### src/sv/rlpc_pkg.sv
// Package for the return landing pad checker: word types, status codes,
// table geometry and controller/datapath interface structs. No dependencies.
package rlpc_pkg;

	// table depth is a power of two; slot arithmetic wraps at IDX_W bits
	localparam int TABLE_DEPTH = 64;
	localparam int IDX_W       = $clog2(TABLE_DEPTH);
	localparam int CNT_W       = $clog2(TABLE_DEPTH + 1);
	localparam int ADDR_W      = 64;
	localparam int POS_W       = 7;
	localparam int LEN_W       = 3;
	localparam int TOTAL_W     = 32;

	localparam logic [ADDR_W-1:0] LONG_CALL_LEN  = ADDR_W'(5);
	localparam logic [ADDR_W-1:0] SHORT_CALL_LEN = ADDR_W'(2);

	localparam logic CMD_CALL = 1'b0;
	localparam logic CMD_RET  = 1'b1;

	localparam logic [1:0] ST_CALL    = 2'd0;
	localparam logic [1:0] ST_DROP    = 2'd1;
	localparam logic [1:0] ST_MATCH   = 2'd2;
	localparam logic [1:0] ST_VIOLATE = 2'd3;

	typedef struct packed {
		logic              cmd;
		logic [ADDR_W-1:0] call_site;
		logic [ADDR_W-1:0] return_addr;
	} item_word_t;

	typedef struct packed {
		logic [1:0]         status;
		logic [POS_W-1:0]   match_position;
		logic [LEN_W-1:0]   call_length;
		logic [TOTAL_W-1:0] match_count;
	} result_word_t;

	typedef struct packed {
		logic [ADDR_W-1:0] site;
		logic [ADDR_W-1:0] ret;
	} entry_t;

	typedef struct packed {
		logic store_call;
		logic start_ret;
		logic search;
		logic shift;
		logic commit;
		logic load_out;
	} ctrl_cmd_t;

	typedef struct packed {
		logic is_ret;
		logic empty;
		logic hit;
		logic miss_last;
		logic shift_end;
	} dp_stat_t;

endpackage

### src/sv/rlpc_ctrl.sv
// Controller FSM for the return landing pad checker.
// Depends on rlpc_pkg; drives rlpc_datapath through ctrl_cmd_t.
module rlpc_ctrl import rlpc_pkg::*; (
	input  logic       clk,
	input  logic       arst_n,
	input  logic       item_valid,
	output logic       item_ready,
	output logic       result_valid,
	input  logic       result_ready,
	input  dp_stat_t   stat,
	output ctrl_cmd_t  cmd
);

	localparam logic [1:0] S_IDLE   = 2'd0;
	localparam logic [1:0] S_SEARCH = 2'd1;
	localparam logic [1:0] S_SHIFT  = 2'd2;
	localparam logic [1:0] S_FIN    = 2'd3;

	logic [1:0] state_q, state_d;
	logic       out_valid_q;

	assign item_ready   = (state_q == S_IDLE);
	assign result_valid = out_valid_q;

	always_comb begin
		state_d = state_q;
		cmd     = '0;
		case (state_q)
			S_IDLE: begin
				if (item_valid) begin
					if (stat.is_ret) begin
						cmd.start_ret = 1'b1;
						state_d       = stat.empty ? S_FIN : S_SEARCH;
					end else begin
						cmd.store_call = 1'b1;
						state_d        = S_FIN;
					end
				end
			end
			S_SEARCH: begin
				cmd.search = 1'b1;
				if (stat.hit) begin
					state_d = S_SHIFT;
				end else if (stat.miss_last) begin
					state_d = S_FIN;
				end
			end
			S_SHIFT: begin
				cmd.shift = 1'b1;
				if (stat.shift_end) begin
					cmd.commit = 1'b1;
					state_d    = S_FIN;
				end
			end
			S_FIN: begin
				if (!out_valid_q || result_ready) begin
					cmd.load_out = 1'b1;
					state_d      = S_IDLE;
				end
			end
			default: begin
				state_d = S_IDLE;
			end
		endcase
	end

	always_ff @(posedge clk or negedge arst_n) begin
		if (!arst_n) begin
			state_q     <= S_IDLE;
			out_valid_q <= 1'b0;
		end else begin
			state_q <= state_d;
			if (cmd.load_out) begin
				out_valid_q <= 1'b1;
			end else if (result_ready) begin
				out_valid_q <= 1'b0;
			end
		end
	end

endmodule

### config.mk
export PLATFORM = sky130hd
export DESIGN_NAME = rlpc_ctrl
export DESIGN_NICKNAME = d
export VERILOG_FILES = /design/src/sv/rlpc_pkg.sv /design/src/sv/rlpc_ctrl.sv
export SDC_FILE = /design/constraint.sdc
export NUM_CORES = 1
export LEC_CHECK = 0
export ABC_AREA = 1
export BUFFER_PORTS_ARGS = -buffer_cell sky130_fd_sc_hd__buf_2
export CAP_MARGIN = 20
export CORE_AREA = 2 2 39 41
export CTS_CLUSTER_DIAMETER = 80
export DETAILED_ROUTE_END_ITERATION = 8
export DIE_AREA = 0 0 41 43
export PLACE_DENSITY = 0.52
export REMOVE_ABC_BUFFERS = 1
export SLEW_MARGIN = 0
export SYNTH_ARGS = -nofsm -noshare
export SYNTH_HDL_FRONTEND = slang
export SYNTH_SLANG_ARGS = --single-unit
### constraint.sdc
create_clock -name clk -period 1.6 [get_ports clk]
set_input_delay 0.24 -clock clk [delete_from_list [all_inputs] [get_ports clk]]
set_output_delay 0.24 -clock clk [all_outputs]
set_load 0.01 [all_outputs]
==> flow_summary.json <==
{
  "status": "complete, no violations",
  "reg2reg_depth": 7,
  "fin_crit_sh_pct": 92.4,
  "worstReg2RegEnd": "state_q[0]",
  "cts_tree": "yes",
  "diodes": 0,
  "p_leak_nw": 0.279,
  "num_vias": 318,
  "dieArea_sq_mm": 0.00176,
  "area_growth_syn_to_layout_pct": 57.8,
  "die_w_um": 41,
  "overflow": 0,
  "synth.avg_cell_area_sq_um": 6.85,
  "cp_num_buf_inv": 3,
  "slowest_delay_ns": 0.41,
  "drv_slew": 0,
  "cp-start-kind": "flop",
  "nets": 78,
  "path_delay_family": "flip-flops",
  "grt_use_total_pct": 7.96,
  "powerDensity_mw_per_mm2": 1770,
  "drive_gt1_share_pct": 48.4,
  "synth_area_sq_um": 288,
  "crit_arrival_ns": 1.24,
  "clk_pin_slew_ns": 0.04,
  "worstMarginPinSlew_ns": 0.148,
  "n_fill_cell": 153,
  "row_count": 14,
  "ios": 17,
  "required_ns": 1.36,
  "hold_violations": 0,
  "cts.sinks": 3,
  "yosys_warnings": 0,
  "setup_slack_ns": 0.122,
  "multi_input_area_sq_um": 201,
  "rsz0062_at_grt": "false",
  "seqCellArea_sq_um": 75.1,
  "synth_seq_cells": 3,
  "cap_violations": 0,
  "dpl.hpwl_um": 488,
  "setup_violations": 0,
  "firstDrtPassIters": 4,
  "crit_path_end_kind": "output pin",
  "finalClockSkew_ns": 0.00194,
  "wl_per_cell_um": 7.75,
  "clock_latency_ns": 0.23,
  "antenna_found_initial": 0,
  "min_path_cells": 4,
  "grt_max_degree": 5,
  "cts.htree.levels": 1,
  "cts-buffers-inserted": 3,
  "min_to": "result_valid",
  "coreArea_sq_mm": 0.00138,
  "power_w": 0.000802,
  "worstPathMaxFanout": 4,
  "avgViaCountPerCell": 3.98,
  "cts_root_buffer": "clkbuf_4",
  "die_height_um": 43,
  "min_period_ns": 1.48,
  "synth_cell_types": 13,
  "wirelength_um": 620,
  "rrSetupSlack_ns": 0.35,
  "grt_pass1_vias": 240,
  "rr_startpoint": "state_q[0]",
  "initial_core_util_pct": 20.8,
  "cts_max_path_buffers": 2,
  "seq_area_frac_synth_pct": 26.1,
  "max_slew_margin_pct": 90.1,
  "portBuffers": 16,
  "worstSetupPathType": "flop to output pin",
  "crit_top_cell": "inv_2",
  "first_iter_violations": 9,
  "hold_class": "input pin to flop",
  "crit_chain": "inv_2, ha_4, inv_2, nor3_2, buf_2",
  "crit_slowest_cell": "dfrtp_1",
  "fmax_mhz": 677,
  "timing.setup.tns_ns": 0,
  "ant_nets": 0,
  "grt_pass1_wl_um": 966,
  "place_congestion": 0.697,
  "drc": 0,
  "hp-start": "result_ready",
  "pre_cts_ws_ns": 0.273,
  "synthCells": 42,
  "peakVddDrop_v": 0.000444
}
[state kept, by name, indices dropped and copies added, names as in the netlist]
signal        count
result_valid      1
state_q           2
[Yosys cell counts, drive strengths merged]
cell type | number | area share (%)
nor2 | 2 | 3.5
inv | 9 | 12
nand3b | 1 | 2.6
nor3 | 2 | 3.5
o21bai | 2 | 5.2
dfrtp | 3 | 26
nand2 | 15 | 23
a21oi | 2 | 3.5
ha | 4 | 17
nand3 | 1 | 1.7
o21ai | 1 | 1.7
[layout make-up]
class | instances | area share [%]
Clock buffer | 4 | 5.79
Inverter | 9 | 7.44
Multi-Input combinational cell | 30 | 44.4
Sequential cell | 3 | 16.5
Tap cell | 16 | 4.41
Timing Repair Buffer | 18 | 21.5
[power breakdown]
part | switching [W] | internal, W
clock | 0.0000349 | 0.0000932
sequential | 0.0000415 | 0.000117
combinational | 0.000288 | 0.000227
total | 0.000365 | 0.000437
[worst reg2reg max path: cells and delay by family (launching register included)]
| family | cells | cell delay [ns] |
|---|---|---|
| buffers and inverters | 2 | 0.22 |
| AO/OA/AOI/OAI | 1 | 0.15 |
| adder cells (fa/ha/maj) | 1 | 0.17 |
| AND/OR/NAND/NOR | 3 | 0.19 |
| flip-flops | 1 | 0.39 |
[kinds of logic (layout without fill, tap and decap cells)]
kind of cell,Yosys count,count (layout),share of synthesized area (%)
AOI/OAI and AO/OA,5,5,10.4
adders and majority gates,4,4,17.4
buffers and inverters,9,31,11.7
DFF,3,3,26.1
and+or+nand+nor,21,21,34.3
[cell usage in the layout (no fill, tap or decap)]
| cell type | synthesis | routed |
|---|---|---|
| nor2_2 | 1 | 1 |
| ha_1 | 4 | 3 |
| nand3b_1 | 1 | 1 |
| clkbuf_4 | 0 | 3 |
| buf_2 | 0 | 16 |
| nand2_2 | 4 | 4 |
| inv_1 | 9 | 6 |
| o21ai_0 | 1 | 1 |
| dlygate4sd3_1 | 0 | 1 |
| o21bai_1 | 2 | 2 |
| dfrtp_1 | 3 | 3 |
| a21oi_1 | 2 | 2 |
| nand2_1 | 11 | 11 |
| nor2_1 | 1 | 1 |
| buf_4 | 0 | 1 |
| inv_2 | 0 | 3 |
| ha_4 | 0 | 1 |
| nor3_2 | 0 | 2 |
| nand3_1 | 1 | 1 |
| clkbuf_1 | 0 | 1 |
[what timing repair did]
item,4_1_cts,5_1_grt
buffers inserted,0,0
resized for setup,0,7
endpoints found under the hold margin,3,0
hold buffers,1,0
setup endpoints to repair,0,2
[per-layer routing]
layer  vias to the layer above  global-route usage, %  share of wire, %
li1                        175                      -                 -
met3                         0                   1.57               5.2
met4                         0                   4.00                 0
met2                         7                   11.9                54
met5                         -                      0                 0
met1                       136                   10.4                41
[through the flow]
step | hold slack, ns | cell area [sq um] | std cells | util [%]
after floorplan | -0.0556 | 288 | 42 | -
after global placement | 0.0371 | 395 | 75 | 28.6
after detailed placement | 0.0371 | 395 | 75 | 28.6
after CTS | 0.278 | 432 | 80 | 31.2
after global routing | 0.296 | 454 | 80 | 32.8
final | 0.278 | 454 | 80 | 32.8
[how the worst max path moves through the flow]
stage	startpoint	end	slack (ns)	cells past startpoint
floorplan	state_q[0]	cmd[4]	0.20	4
global placement	state_q[0]	cmd[4]	0.30	5
detailed placement	state_q[0]	cmd[5]	0.27	5
CTS	state_q[0]	cmd[5]	0.03	5
global route	state_q[0]	cmd[5]	0.03	5
finish	state_q[0]	cmd[5]	0.12	5
(Power assumes the default switching activity.)
